### src/lfsf_pkg.sv
// lfsf_pkg: shared constants, register codes and types for the line and
// field splitter with substring filter
// no dependencies
package lfsf_pkg;

  // sizing of the block
  localparam int MAX_FIELDS  = 64;
  localparam int LINE_BYTES  = 4096;
  localparam int PATTERN_MAX = 16;

  // field widths fixed by the interface
  localparam int BYTE_W    = 8;
  localparam int LEN_W     = 5;
  localparam int FIELD_W   = 7;
  localparam int LINE_W    = 12;
  localparam int LNUM_W    = 32;
  localparam int CFG_IDX_W = 8;
  localparam int CFG_W     = 64;
  localparam int PAT_BYTES = 16;

  // configuration register indexes
  localparam logic [CFG_IDX_W-1:0] REG_FIELD_DELIM     = 8'd0;
  localparam logic [CFG_IDX_W-1:0] REG_PATTERN_LENGTH  = 8'd1;
  localparam logic [CFG_IDX_W-1:0] REG_PATTERN_LOW     = 8'd2;
  localparam logic [CFG_IDX_W-1:0] REG_PATTERN_HIGH    = 8'd3;

  // character codes
  localparam logic [BYTE_W-1:0] CH_NUL   = 8'h00;
  localparam logic [BYTE_W-1:0] CH_TAB   = 8'h09;
  localparam logic [BYTE_W-1:0] CH_NL    = 8'h0A;
  localparam logic [BYTE_W-1:0] CH_SPACE = 8'h20;
  localparam logic [BYTE_W-1:0] CH_SLASH = 8'h2F;

  // delimiter value that selects whitespace splitting
  localparam logic [BYTE_W-1:0] DELIM_WS = CH_SPACE;

  // decoded configuration seen by the datapath
  typedef struct packed {
    logic [BYTE_W-1:0]                 delim;
    logic [LEN_W-1:0]                  eff_len;
    logic [PAT_BYTES-1:0]              mask;
    logic [PAT_BYTES-1:0]              top;
    logic [PAT_BYTES-1:0][BYTE_W-1:0]  pat;
  } pat_cfg_t;

endpackage

### src/lfsf_cfg.sv
// lfsf_cfg: configuration registers and decode of the effective pattern
// depends on lfsf_pkg
module lfsf_cfg import lfsf_pkg::*; (
  input  logic                 clk,
  input  logic                 rst,
  input  logic                 cfg_valid,
  output logic                 cfg_ready,
  input  logic [CFG_IDX_W-1:0] cfg_index,
  input  logic [CFG_W-1:0]     cfg_data,
  output pat_cfg_t             pcfg
);

  logic [BYTE_W-1:0] field_delimiter;
  logic [LEN_W-1:0]  pattern_length;
  logic [CFG_W-1:0]  pattern_low_bytes;
  logic [CFG_W-1:0]  pattern_high_bytes;

  logic [LEN_W-1:0]                 lim;
  logic [LEN_W-1:0]                 eff;
  logic [PAT_BYTES-1:0][BYTE_W-1:0] pat;
  logic [PAT_BYTES:0]               mask_wide;
  logic [PAT_BYTES-1:0]             mask;

  assign cfg_ready = 1'b1;

  // register writes
  always_ff @(posedge clk) begin
    if (rst) begin
      field_delimiter    <= DELIM_WS;
      pattern_length     <= '0;
      pattern_low_bytes  <= '0;
      pattern_high_bytes <= '0;
    end else if (cfg_valid) begin
      case (cfg_index)
        REG_FIELD_DELIM:    field_delimiter    <= cfg_data[BYTE_W-1:0];
        REG_PATTERN_LENGTH: pattern_length     <= cfg_data[LEN_W-1:0];
        REG_PATTERN_LOW:    pattern_low_bytes  <= cfg_data;
        REG_PATTERN_HIGH:   pattern_high_bytes <= cfg_data;
        default: ;
      endcase
    end
  end

  assign pat = {pattern_high_bytes, pattern_low_bytes};

  // effective length: first slash or zero byte below the length limit
  always_comb begin
    lim = (pattern_length > LEN_W'(PATTERN_MAX)) ? LEN_W'(PATTERN_MAX) : pattern_length;
    if (lim > LEN_W'(PAT_BYTES)) lim = LEN_W'(PAT_BYTES);
    eff = lim;
    for (int i = PAT_BYTES - 1; i >= 0; i--) begin
      if ((pat[i] == CH_NUL || pat[i] == CH_SLASH) && (LEN_W'(i) < lim)) begin
        eff = LEN_W'(i);
      end
    end
  end

  // match bit mask and the bit that signals a full match
  assign mask_wide = ((PAT_BYTES+1)'(1) << eff) - (PAT_BYTES+1)'(1);
  assign mask      = mask_wide[PAT_BYTES-1:0];

  assign pcfg.delim   = field_delimiter;
  assign pcfg.eff_len = eff;
  assign pcfg.mask    = mask;
  assign pcfg.top     = mask & ~(mask >> 1);
  assign pcfg.pat     = pat;

endmodule

### src/lfsf_core.sv
// lfsf_core: per-byte line state, field splitting, shift-and matching and
// the result register
// depends on lfsf_pkg
module lfsf_core import lfsf_pkg::*; (
  input  logic               clk,
  input  logic               rst,
  input  logic               byte_valid,
  output logic               core_ready,
  input  logic [BYTE_W-1:0]  byte_in,
  input  pat_cfg_t           pcfg,
  output logic               out_valid,
  input  logic               out_ready,
  output logic [FIELD_W-1:0] field_number,
  output logic               line_end,
  output logic [LNUM_W-1:0]  line_number,
  output logic [FIELD_W-1:0] field_count,
  output logic               line_matched,
  output logic [LINE_W-1:0]  line_length
);

  // line state
  logic [PAT_BYTES-1:0] pm;
  logic                 match_found;
  logic [LINE_W-1:0]    bytes_in_line;
  logic [LNUM_W-1:0]    lines_seen;
  logic [FIELD_W-1:0]   fields_seen;
  logic                 inside_field;
  logic                 zero_seen;

  logic [PAT_BYTES-1:0] pm_next;
  logic                 match_found_next;
  logic [LINE_W-1:0]    bytes_in_line_next;
  logic [LNUM_W-1:0]    lines_seen_next;
  logic [FIELD_W-1:0]   fields_seen_next;
  logic                 inside_field_next;
  logic                 zero_seen_next;

  logic                 step;
  logic                 close;
  logic                 sep;
  logic [PAT_BYTES-1:0] pm_m;
  logic [PAT_BYTES-1:0] hit;
  logic [FIELD_W-1:0]   fnum;
  logic                 matched;

  assign core_ready = !out_valid || out_ready;
  assign step       = byte_valid && core_ready;

  assign close = (byte_in == CH_NL) || (bytes_in_line >= LINE_W'(LINE_BYTES - 1));
  assign pm_m  = pm & pcfg.mask;

  // separator test for the current delimiter
  always_comb begin
    if (pcfg.delim == DELIM_WS) begin
      sep = (byte_in == CH_SPACE) || (byte_in == CH_TAB);
    end else if (pcfg.delim == CH_NUL) begin
      sep = 1'b0;
    end else begin
      sep = (byte_in == pcfg.delim);
    end
  end

  // pattern positions equal to this byte
  always_comb begin
    for (int i = 0; i < PAT_BYTES; i++) begin
      hit[i] = (pcfg.pat[i] == byte_in);
    end
  end

  // next line state and result fields
  always_comb begin
    pm_next            = pm_m;
    match_found_next   = match_found;
    bytes_in_line_next = bytes_in_line;
    lines_seen_next    = lines_seen;
    fields_seen_next   = fields_seen;
    inside_field_next  = inside_field;
    zero_seen_next     = zero_seen;
    fnum               = '0;
    matched            = 1'b0;
    if (close) begin
      lines_seen_next    = lines_seen + LNUM_W'(1);
      matched            = (pcfg.eff_len == '0) || match_found;
      pm_next            = '0;
      match_found_next   = 1'b0;
      bytes_in_line_next = '0;
      fields_seen_next   = '0;
      inside_field_next  = 1'b0;
      zero_seen_next     = 1'b0;
    end else begin
      bytes_in_line_next = bytes_in_line + LINE_W'(1);
      zero_seen_next     = zero_seen || (byte_in == CH_NUL);
      if (!zero_seen_next) begin
        if (sep) begin
          inside_field_next = 1'b0;
        end else if (inside_field) begin
          fnum = fields_seen;
        end else if (fields_seen < FIELD_W'(MAX_FIELDS)) begin
          fields_seen_next  = fields_seen + FIELD_W'(1);
          inside_field_next = 1'b1;
          fnum              = fields_seen + FIELD_W'(1);
        end
        pm_next          = ((pm_m << 1) | PAT_BYTES'(1)) & hit & pcfg.mask;
        match_found_next = match_found || (|(pm_next & pcfg.top));
      end
      matched = (pcfg.eff_len == '0) || match_found_next;
    end
  end

  // state update
  always_ff @(posedge clk) begin
    if (rst) begin
      pm            <= '0;
      match_found   <= 1'b0;
      bytes_in_line <= '0;
      lines_seen    <= '0;
      fields_seen   <= '0;
      inside_field  <= 1'b0;
      zero_seen     <= 1'b0;
    end else if (step) begin
      pm            <= pm_next;
      match_found   <= match_found_next;
      bytes_in_line <= bytes_in_line_next;
      lines_seen    <= lines_seen_next;
      fields_seen   <= fields_seen_next;
      inside_field  <= inside_field_next;
      zero_seen     <= zero_seen_next;
    end
  end

  // result register valid
  always_ff @(posedge clk) begin
    if (rst) begin
      out_valid <= 1'b0;
    end else if (step) begin
      out_valid <= 1'b1;
    end else if (out_ready) begin
      out_valid <= 1'b0;
    end
  end

  // result register payload; a closed line reports its own field count
  always_ff @(posedge clk) begin
    if (step) begin
      field_number <= fnum;
      line_end     <= close;
      line_number  <= lines_seen_next;
      field_count  <= close ? fields_seen : fields_seen_next;
      line_matched <= matched;
      line_length  <= bytes_in_line;
    end
  end

  // a line-closing transaction belongs to no field
  assert property (@(posedge clk) disable iff (rst)
    out_valid && line_end |-> field_number == '0)
    else $error("line close reported a field number");

  // a byte never belongs to a field beyond the count
  assert property (@(posedge clk) disable iff (rst)
    out_valid |-> field_number <= field_count)
    else $error("field number above field count");

  // closing a line clears the line state
  assert property (@(posedge clk) disable iff (rst)
    step && close |=> bytes_in_line == '0 && fields_seen == '0 && !inside_field)
    else $error("line state not cleared at line close");

  // a stored byte advances the line length by one
  assert property (@(posedge clk) disable iff (rst)
    step && !close |=> bytes_in_line == $past(bytes_in_line) + LINE_W'(1))
    else $error("line length did not advance");

  // field count stays within the cap
  assert property (@(posedge clk) disable iff (rst)
    fields_seen <= FIELD_W'(MAX_FIELDS))
    else $error("field count above cap");

endmodule

### src/line_field_splitter_filter.sv
// line_field_splitter_filter: top level with the input register
// depends on lfsf_pkg, lfsf_cfg and lfsf_core
//
// Usage:
// - input channel in_valid/in_ready/in_byte carries one text byte per
//   transaction; output channel out_valid/out_ready carries one result per
//   byte: field number, line end flag, line number, field count, match flag
//   and line length before the byte
// - configuration channel cfg_valid/cfg_ready/cfg_index/cfg_data writes
//   delimiter (0), pattern length (1), pattern bytes 0-7 (2) and 8-15 (3);
//   cfg_ready is always high, writes belong only in idle periods
// - a byte is held in the input register and its result is then loaded into
//   the result register, where it stays until out_ready takes it
// - throughput is one byte per cycle while out_ready stays high; the single
//   per-byte state update in lfsf_core sets it
// - when the receiver stalls the result register holds, the input register
//   fills and then in_ready drops until out_ready returns
// - synchronous reset clears the line state, counters and both valid
//   flags, and restores delimiter 32 (space/tab) and an empty pattern
module line_field_splitter_filter import lfsf_pkg::*; (
  input  logic                 clk,
  input  logic                 rst,
  input  logic                 in_valid,
  output logic                 in_ready,
  input  logic [BYTE_W-1:0]    in_byte,
  output logic                 out_valid,
  input  logic                 out_ready,
  output logic [FIELD_W-1:0]   field_number,
  output logic                 line_end,
  output logic [LNUM_W-1:0]    line_number,
  output logic [FIELD_W-1:0]   field_count,
  output logic                 line_matched,
  output logic [LINE_W-1:0]    line_length,
  input  logic                 cfg_valid,
  output logic                 cfg_ready,
  input  logic [CFG_IDX_W-1:0] cfg_index,
  input  logic [CFG_W-1:0]     cfg_data
);

  logic              s_valid;
  logic [BYTE_W-1:0] s_byte;
  logic              core_ready;
  pat_cfg_t          pcfg;

  assign in_ready = !s_valid || core_ready;

  // input register valid
  always_ff @(posedge clk) begin
    if (rst) begin
      s_valid <= 1'b0;
    end else if (in_ready) begin
      s_valid <= in_valid;
    end
  end

  // input register payload
  always_ff @(posedge clk) begin
    if (in_valid && in_ready) begin
      s_byte <= in_byte;
    end
  end

  lfsf_cfg u_cfg (
    .clk       (clk),
    .rst       (rst),
    .cfg_valid (cfg_valid),
    .cfg_ready (cfg_ready),
    .cfg_index (cfg_index),
    .cfg_data  (cfg_data),
    .pcfg      (pcfg)
  );

  lfsf_core u_core (
    .clk          (clk),
    .rst          (rst),
    .byte_valid   (s_valid),
    .core_ready   (core_ready),
    .byte_in      (s_byte),
    .pcfg         (pcfg),
    .out_valid    (out_valid),
    .out_ready    (out_ready),
    .field_number (field_number),
    .line_end     (line_end),
    .line_number  (line_number),
    .field_count  (field_count),
    .line_matched (line_matched),
    .line_length  (line_length)
  );

endmodule

### config.mk
export PLATFORM = sky130hd
export DESIGN_NAME = line_field_splitter_filter
export DESIGN_NICKNAME = d
export VERILOG_FILES = /design/src/lfsf_pkg.sv /design/src/lfsf_cfg.sv /design/src/lfsf_core.sv /design/src/line_field_splitter_filter.sv
export SDC_FILE = /design/constraint.sdc
export NUM_CORES = 1
export LEC_CHECK = 0
export BUFFER_PORTS_ARGS = -buffer_cell sky130_fd_sc_hd__buf_4
export CORE_MARGIN = 2
export CORE_UTILIZATION = 50
export CTS_BUF_LIST = sky130_fd_sc_hd__clkbuf_4 sky130_fd_sc_hd__clkbuf_8
export CTS_CLUSTER_DIAMETER = 60
export DETAILED_ROUTE_END_ITERATION = 8
export PLACE_DENSITY = 0.8
export RECOVER_POWER = 100
export SLEW_MARGIN = 20
export SYNTH_ARGS = -nofsm -noshare
export SYNTH_HDL_FRONTEND = slang
export SYNTH_SLANG_ARGS = --single-unit
### constraint.sdc
create_clock -name clk -period 6 [get_ports clk]
set_input_delay 1.2 -clock clk [delete_from_list [all_inputs] [get_ports clk]]
set_output_delay 1.2 -clock clk [all_outputs]
set_load 0.01 [all_outputs]
### After elaboration in Yosys (flattened, before gate mapping)

Cells that the tools add are included.

* $add $sub $neg: 4
* order comparisons: 20
* equality and inequality tests: 41
* shifts and indexed selects: 1
* mux-type cells: 44
* bitwise operators: 6
* reductions and logical operators: 72

Operators by type and width (count)
* zero test 8 bit: 19
* == test 8 x 6 -> 1 bit (second input constant): 18
* == test 8 bit: 17
* 2-to-1 mux 5 bit: 18
* bitwise AND 16 bit: 5
* 2-to-1 mux 7 bit: 8
* less-than comparator 4 x 5 -> 1 bit (first input constant): 8
* adder 32 x 1 -> 32 bit (second input constant): 1
* 2-to-1 mux 16 bit: 2
* 2-to-1 mux 32 bit: 1
* logical OR 1 bit: 24
* less-than comparator 3 x 5 -> 1 bit (first input constant): 4
* logical AND 1 bit: 18
* == test 8 x 2 -> 1 bit (second input constant): 2
* == test 8 x 4 -> 1 bit (second input constant): 2
* NOT 15 -> 16 bit: 1
* OR reduction 16 bit: 1
* << shifter 1 x 5 -> 16 bit (first input constant): 1
* subtractor 16 x 2 -> 16 bit (second input constant): 1
* 2-to-1 mux 1 bit: 14
* adder 12 x 1 -> 12 bit (second input constant): 1
* greater-or-equal comparator 12 bit (second input constant): 1
* 2-to-1 mux 12 bit: 1
* > comparator 5 bit (second input constant): 2
* 11 further kinds: 18

* bits in registers: 281
* input port bits: 85
* output and inout bits: 63
* word-level logic and storage cells: 208

### Depth between registers and ports, before layout

* depth after elaboration: 34
* gate-level depth with buffers: 18
* depth with buffers taken out: 16

### Cells and area by module

Synthesis repeated with hierarchy kept, for this count alone.

* cell total of the unflattened synthesis: 1667
* area, all modules: 14401.3 um2

By module, submodules not included
* lfsf_core: times used 1, cells each 821, area each 7701.1 um2, sequential area each 3203.1 um2
* lfsf_cfg: times used 1, cells each 833, area each 6404.9 um2, sequential area each 2822.7 um2
* line_field_splitter_filter: times used 1, cells each 13, area each 295.3 um2, sequential area each 260.2 um2

### Least setup slack after synthesis

OpenSTA, ideal clock, no wires.

* path type: register to register
* start point: register u_cfg.pattern_high_bytes[40]
* end point: register u_core.line_matched (data pin)
* library setup time: 0.180 ns
* arrival: 4.114 ns
* data required time: 5.820 ns
* setup slack: 1.706 ns
* stages on the path, launching flop included: 16
* buffers on the path: 0
* period minus slack after synthesis: 4.294 ns
* cells stage by stage: dfxtp_1 > or4_4 > mux2_2 > o221a_4 > a2111oi_4 > o21a_1 > a21oi_1 > or3_1 > ha_1 > o311a_4 > xnor2_1 > or4_4 > mux2i_1 > a221o_1 > nor3_1 > o311ai_1

* longest elaborated chain between the ends: 29
* elaborated cells on any way between the ends: 35
* those cells by class: add/sub: 1; eq/ne: 2; shift: 1; mux: 17; bitwise: 6; reduce/logical: 8

RTL lines
* start, declared: RTL line lfsf_cfg.sv:16 `logic [CFG_W-1:0] pattern_high_bytes;`
* start signal, assigned: RTL line lfsf_cfg.sv:38 `REG_PATTERN_HIGH: pattern_high_bytes <= cfg_data;`
* == test 8 x 6 -> 1 bit / zero test 8 bit (equally long branches): RTL line lfsf_cfg.sv:52 `if ((pat[i] == CH_NUL || pat[i] == CH_SLASH) && (LEN_W'(i) < lim)) begin`
* logical OR 1 bit: RTL line lfsf_cfg.sv:52
* logical AND 1 bit: RTL line lfsf_cfg.sv:52
* 2-to-1 mux 5 bit (14 in a row): RTL line lfsf_cfg.sv:52
* << shifter 1 x 5 -> 16 bit: RTL line lfsf_cfg.sv:59 `assign mask_wide = ((PAT_BYTES+1)'(1) << eff) - (PAT_BYTES+1)'(1);`
* subtractor 16 x 2 -> 16 bit: RTL line lfsf_cfg.sv:59
* bitwise AND 16 bit: RTL line lfsf_core.sv:50 `assign pm_m = pm & pcfg.mask;`
* bitwise AND 16 bit (2 in a row): RTL line lfsf_core.sv:103 `pm_next = ((pm_m << 1) | PAT_BYTES'(1)) & hit & pcfg.mask;`
* bitwise AND 16 bit: RTL line lfsf_core.sv:104 `match_found_next = match_found || (|(pm_next & pcfg.top));`
* OR reduction 16 bit: RTL line lfsf_core.sv:104
* logical OR 1 bit: RTL line lfsf_core.sv:104
* 2-to-1 mux 1 bit: RTL line lfsf_core.sv:93 `if (!zero_seen_next) begin`
* 2-to-1 mux 1 bit: RTL line lfsf_core.sv:81 `if (close) begin`
* logical OR 1 bit: RTL line lfsf_core.sv:106 `matched = (pcfg.eff_len == '0) || match_found_next;`
* 2-to-1 mux 1 bit (*): RTL line lfsf_core.sv:81
* via u_core.matched: RTL line lfsf_core.sv:44 `logic matched;`
* end signal, assigned: RTL line lfsf_core.sv:149 `line_matched <= matched;`
* end, declared: RTL line lfsf_core.sv:17 `output logic line_matched,`

Mark *: on every way through the listed nets, which the timed path passes. The rest lies on a longest branch. The select of a mux whose other input is x is not followed.
A chain may end at the register's enable or synchronous reset.

### Final worst setup path

* start point: register s_byte[2]
* end point: register u_core.lines_seen[30]

* longest elaborated chain between the ends: 3

RTL lines
* start, declared: RTL line line_field_splitter_filter.sv:41 `logic [BYTE_W-1:0] s_byte;`
* start signal, assigned: RTL line line_field_splitter_filter.sv:59 `s_byte <= in_byte;`
* == test 8 x 4 -> 1 bit: RTL line lfsf_core.sv:49 `assign close = (byte_in == CH_NL) || (bytes_in_line >= LINE_W'(LINE_BYTES - 1));`
* logical OR 1 bit: RTL line lfsf_core.sv:49
* 2-to-1 mux 32 bit: RTL line lfsf_core.sv:81
* end signal, assigned: RTL line lfsf_core.sv:124 `lines_seen <= lines_seen_next;`
* end, declared: RTL line lfsf_core.sv:25 `logic [LNUM_W-1:0] lines_seen;`

No other way between the ends.

==> results.txt <==
----------------------------------------------------
[Place]
  Post-detailed-placement cell area ... 15,390 um^2
  Final RePlAce weighted congestion ... 0.9172
  Number of input and output port buffers inserted ... 146
  Hpwl dp ... 26,960 um
  Instance count after placement with tap cells included ... 2,087

[Synthesis]
  Leading register cell type out of synthesis ... dfxtp_1
  Number of distinct library cells after synthesis ... 80
  Area fraction of the dominant cell type after synthesis ... 0.3033
  Post-synth EDFFs ... 68
  Yosys warning count ... 0
  Instance count of the mapped netlist ... 1,631
  Top area cells in the synthesized netlist ... dfxtp_1 30%, edfxtp_1 15%, nand2_1 9.2%
  Sequential element share of the synthesized area ... 0.4493
  Mean post-synth cell area ... 8.579 um^2
  Cell Area, Synth ... 13,990 um^2
  Share of synthesized registers carrying an async set or reset ... 0
  Synth Register Bits ... 280
  Largest area contributor in the netlist ... dfxtp_1
  Net count after synthesis ... 1,722

[Final layout]
  Synthesis-to-finish area growth ... 14.70%
  Post-route core utilization ... 0.5793
  Non-filler instance count after layout ... 2,170
  Area used by multi-input combinational logic ... 7292 um^2
  Most frequent cells in the layout ... 343 x nand2_1, 212 x dfxtp_1, 169 x a21oi_1
  Area occupied by registers ... 6286 um^2
  Final Cell Area ... 16,050 um^2
  Diode count ... 0
  Count of filler cells inserted in the layout ... 2,534
  Fraction of layout cells with a size suffix above 1 ... 0.1099
  Most common library cell in the layout ignoring fill and taps ... nand2_1
  Net count reported at finish ... 1,848

[Worst setup path]
  Master of the slowest instance on the critical path ... clkbuf_1
  Worst path buffer plus inverter count ... 3
  Type of origin of the critical path ... flip-flop
  Largest fanout on the critical path ... 18
  Crit-path cells ... clkbuf_1, nor4_1, and4_1, nor2_1, inv_1, clkbuf_1, nand3_1, nor3_1, nand3_1, nor2_1, nand3_1, nor2_1, nand3_1, or3_1, a21oi_1
  Critical path required time ... 6.48 ns
  Data arrival time of the worst path ... 5.79 ns
  Slowest stage delay, CP ... 0.68 ns
  Type of destination of the critical path ... flip-flop
  Type of the worst setup path ... flip-flop to flip-flop
  Critical path's most frequent cell ... nand3_1
  Top cell family by delay on the critical path ... simple AND/OR/NAND/NOR gates

[Die]
  Horiz. Die Dim ... 171.3 um
  Die Outline Area ... 29,340 um^2
  Core Rows ... 61
  Core box area ... 27,710 um^2
  Height of the die ... 171.3 um
  I/O pin cnt ... 148
  Initial Utilization ... 0.5050

[Min path]
  Path type of the worst min-delay path ... flip-flop to flip-flop

[STA]
  Max-slew headroom at the worst pin ... -0.3010
  Clock Skew ... 0.01642 ns
  Post-layout min period ... 5.309 ns
  Achievable frequency ... 188.4 MHz
  Transition time at the pin with the least slew margin ... 1.951 ns
  Final setup viols ... 0
  Final period util ... 0.8849
  Setup repair after global routing missed its margin ... no
  Count of final max-slew check failures ... 140
  WHS ... 0.4622 ns
  Setup total negative slack ... 0 ns
  Final Hold Viols ... 0

[Clocking]
  Number of clock sinks ... 280
  Clock Root Buffer ... clkbuf_8
  Clock latency at the later pin of the worst-skew pair ... 0.56 ns
  Clock Tree Buf Depth ... 3
  Number of clock buffers inserted by TritonCTS ... 46
  CTS tree ... built
  Hold-fix buffer count after cts ... 0
  H-tree depth reported by CTS ... 2
  Post-CTS setup buffers ... 0
  Post-cts repair resize count ... 0
  Clk slew on worst S/H paths ... 0.07 ns

[Detailed routing]
  Iteration-0 DRC Markers ... 990
  Mean number of vias per cell ... 5.635
  Via Count ... 12,230
  Count of nets left with antenna violations after detail routing ... 0
  Number of remaining DRC errors ... 0
  Wire length per cell ... 17.73 um
  1st-pass router iterations ... 6
  Final wirelength ... 38,480 um

[Global routing]
  Pin count of the biggest net entering global routing ... 116
  Total overflow reported by the global router ... 0
  Via count of the first global-routing pass ... 11,390
  Wire length of the first global-routing pass ... 60,360 um
  Initial antenna violation count ... 1
  Overall Global Routing Usage ... 0.2584

[Outcome]
  Outcome ... finished with violations
  Failing checks ... max-capacitance violations, max-slew violations

[Power]
  Areal power density over the cells ... 246.6 nW/um^2
  Leak ... 5.599 nW
  IR Drop Worst-Case VDD ... 0.1747 mV

[Job]
  Count of maximum capacitance violations ... 4

----------------------------------------------------
## logic make-up (layout without fill, tap and decap cells)
logic type	after synthesis	count (layout)	synth area share
flops	280	280	0.4493
xor+xnor	206	206	0.1295
fa+ha+maj	6	6	0.005365
mux	39	39	0.02844
buf+inv	103	264	0.02835
compound gates	288	288	0.1249
simple gates	708	708	0.2339
other cells	1	1	0.0002680
## routing by layer
layer | up-vias | GRT usage | share of wire
li1 | 5923 | - | -
met1 | 5830 | 0.3407 | 0.43
met2 | 402 | 0.4379 | 0.48
met3 | 73 | 0.03428 | 0.060
met4 | 0 | 0.08732 | 0.030
met5 | - | 0 | 0
## cell type report
type                    instances  area share
clock buffers                  59     0.04865
well taps                     378     0.02947
inverters                      14    0.003352
flip-flops and latches        280      0.3917
clock inverters                24     0.01052
repair buffers                167     0.06198
multi-input cells            1248      0.4544
## per-stage QoR
stage | power (mW) | setup WS [ns]
2_1_floorplan | 2.166 | 1.706
3_3_place_gp | 2.291 | 1.263
3_5_place_dp | 2.297 | 1.188
4_1_cts | 3.996 | 1.159
5_1_grt | 4.088 | 0.3777
6_report | 3.957 | 0.6909
## synthesized netlist by cell type, types with 7 or more instances
| cell type | instances |
|---|---|
| or3_1 | 25 |
| nor3_1 | 33 |
| o21ai_0 | 37 |
| or4_1 | 14 |
| buf_1 | 12 |
| inv_1 | 13 |
| clkbuf_1 | 71 |
| nor2_1 | 120 |
| nor4_1 | 29 |
| nor2b_1 | 11 |
| nand2_1 | 343 |
| xnor2_1 | 121 |
| edfxtp_1 | 68 |
| mux2i_1 | 33 |
| and4_1 | 7 |
| nand3_1 | 39 |
| and2_1 | 9 |
| a22oi_1 | 10 |
| dfxtp_1 | 212 |
| nand4_1 | 39 |
| a21oi_1 | 169 |
| xor2_1 | 84 |
## worst reg2reg max path: cells and delay by family, from the launching register on
family	cells	cell delay [ns]
AO/OA/AOI/OAI	1	0.14
flip-flops	1	0.35
buffers and inverters	3	1.36
AND/OR/NAND/NOR	11	3.37
## final timing paths
| check | start | end | slack [ns] | cells after the start |
|---|---|---|---|---|
| hold / removal | u_core.match_found | u_core.match_found | 0.46 | 2 |
| hold reg to reg | u_core.match_found | u_core.match_found | 0.46 | 2 |
| setup reg to reg | s_byte[2] | u_core.lines_seen[30] | 0.69 | 15 |
| setup / recovery | s_byte[2] | u_core.lines_seen[30] | 0.69 | 15 |
## power breakdown
group / internal (mW) / switching, mW / leakage [nW]
clock network: 0.942 / 0.771 / 0.502
registers: 1.96 / 0.0133 / 2.33
logic: 0.0997 / 0.170 / 2.77
## sequential cells by signal (all words and copies together) (netlist names), 7 cells and up
signal and cells:
u_cfg.pattern_low_bytes 64, u_core.line_length 12, u_core.field_number 7, u_cfg.field_delimiter 8, u_core.bytes_in_line 12, u_core.fields_seen 7
s_byte 8, u_core.line_number 32, u_cfg.pattern_high_bytes 64, u_core.field_count 7, u_core.pm 15, u_core.lines_seen 32
(Power assumes the default switching activity.)
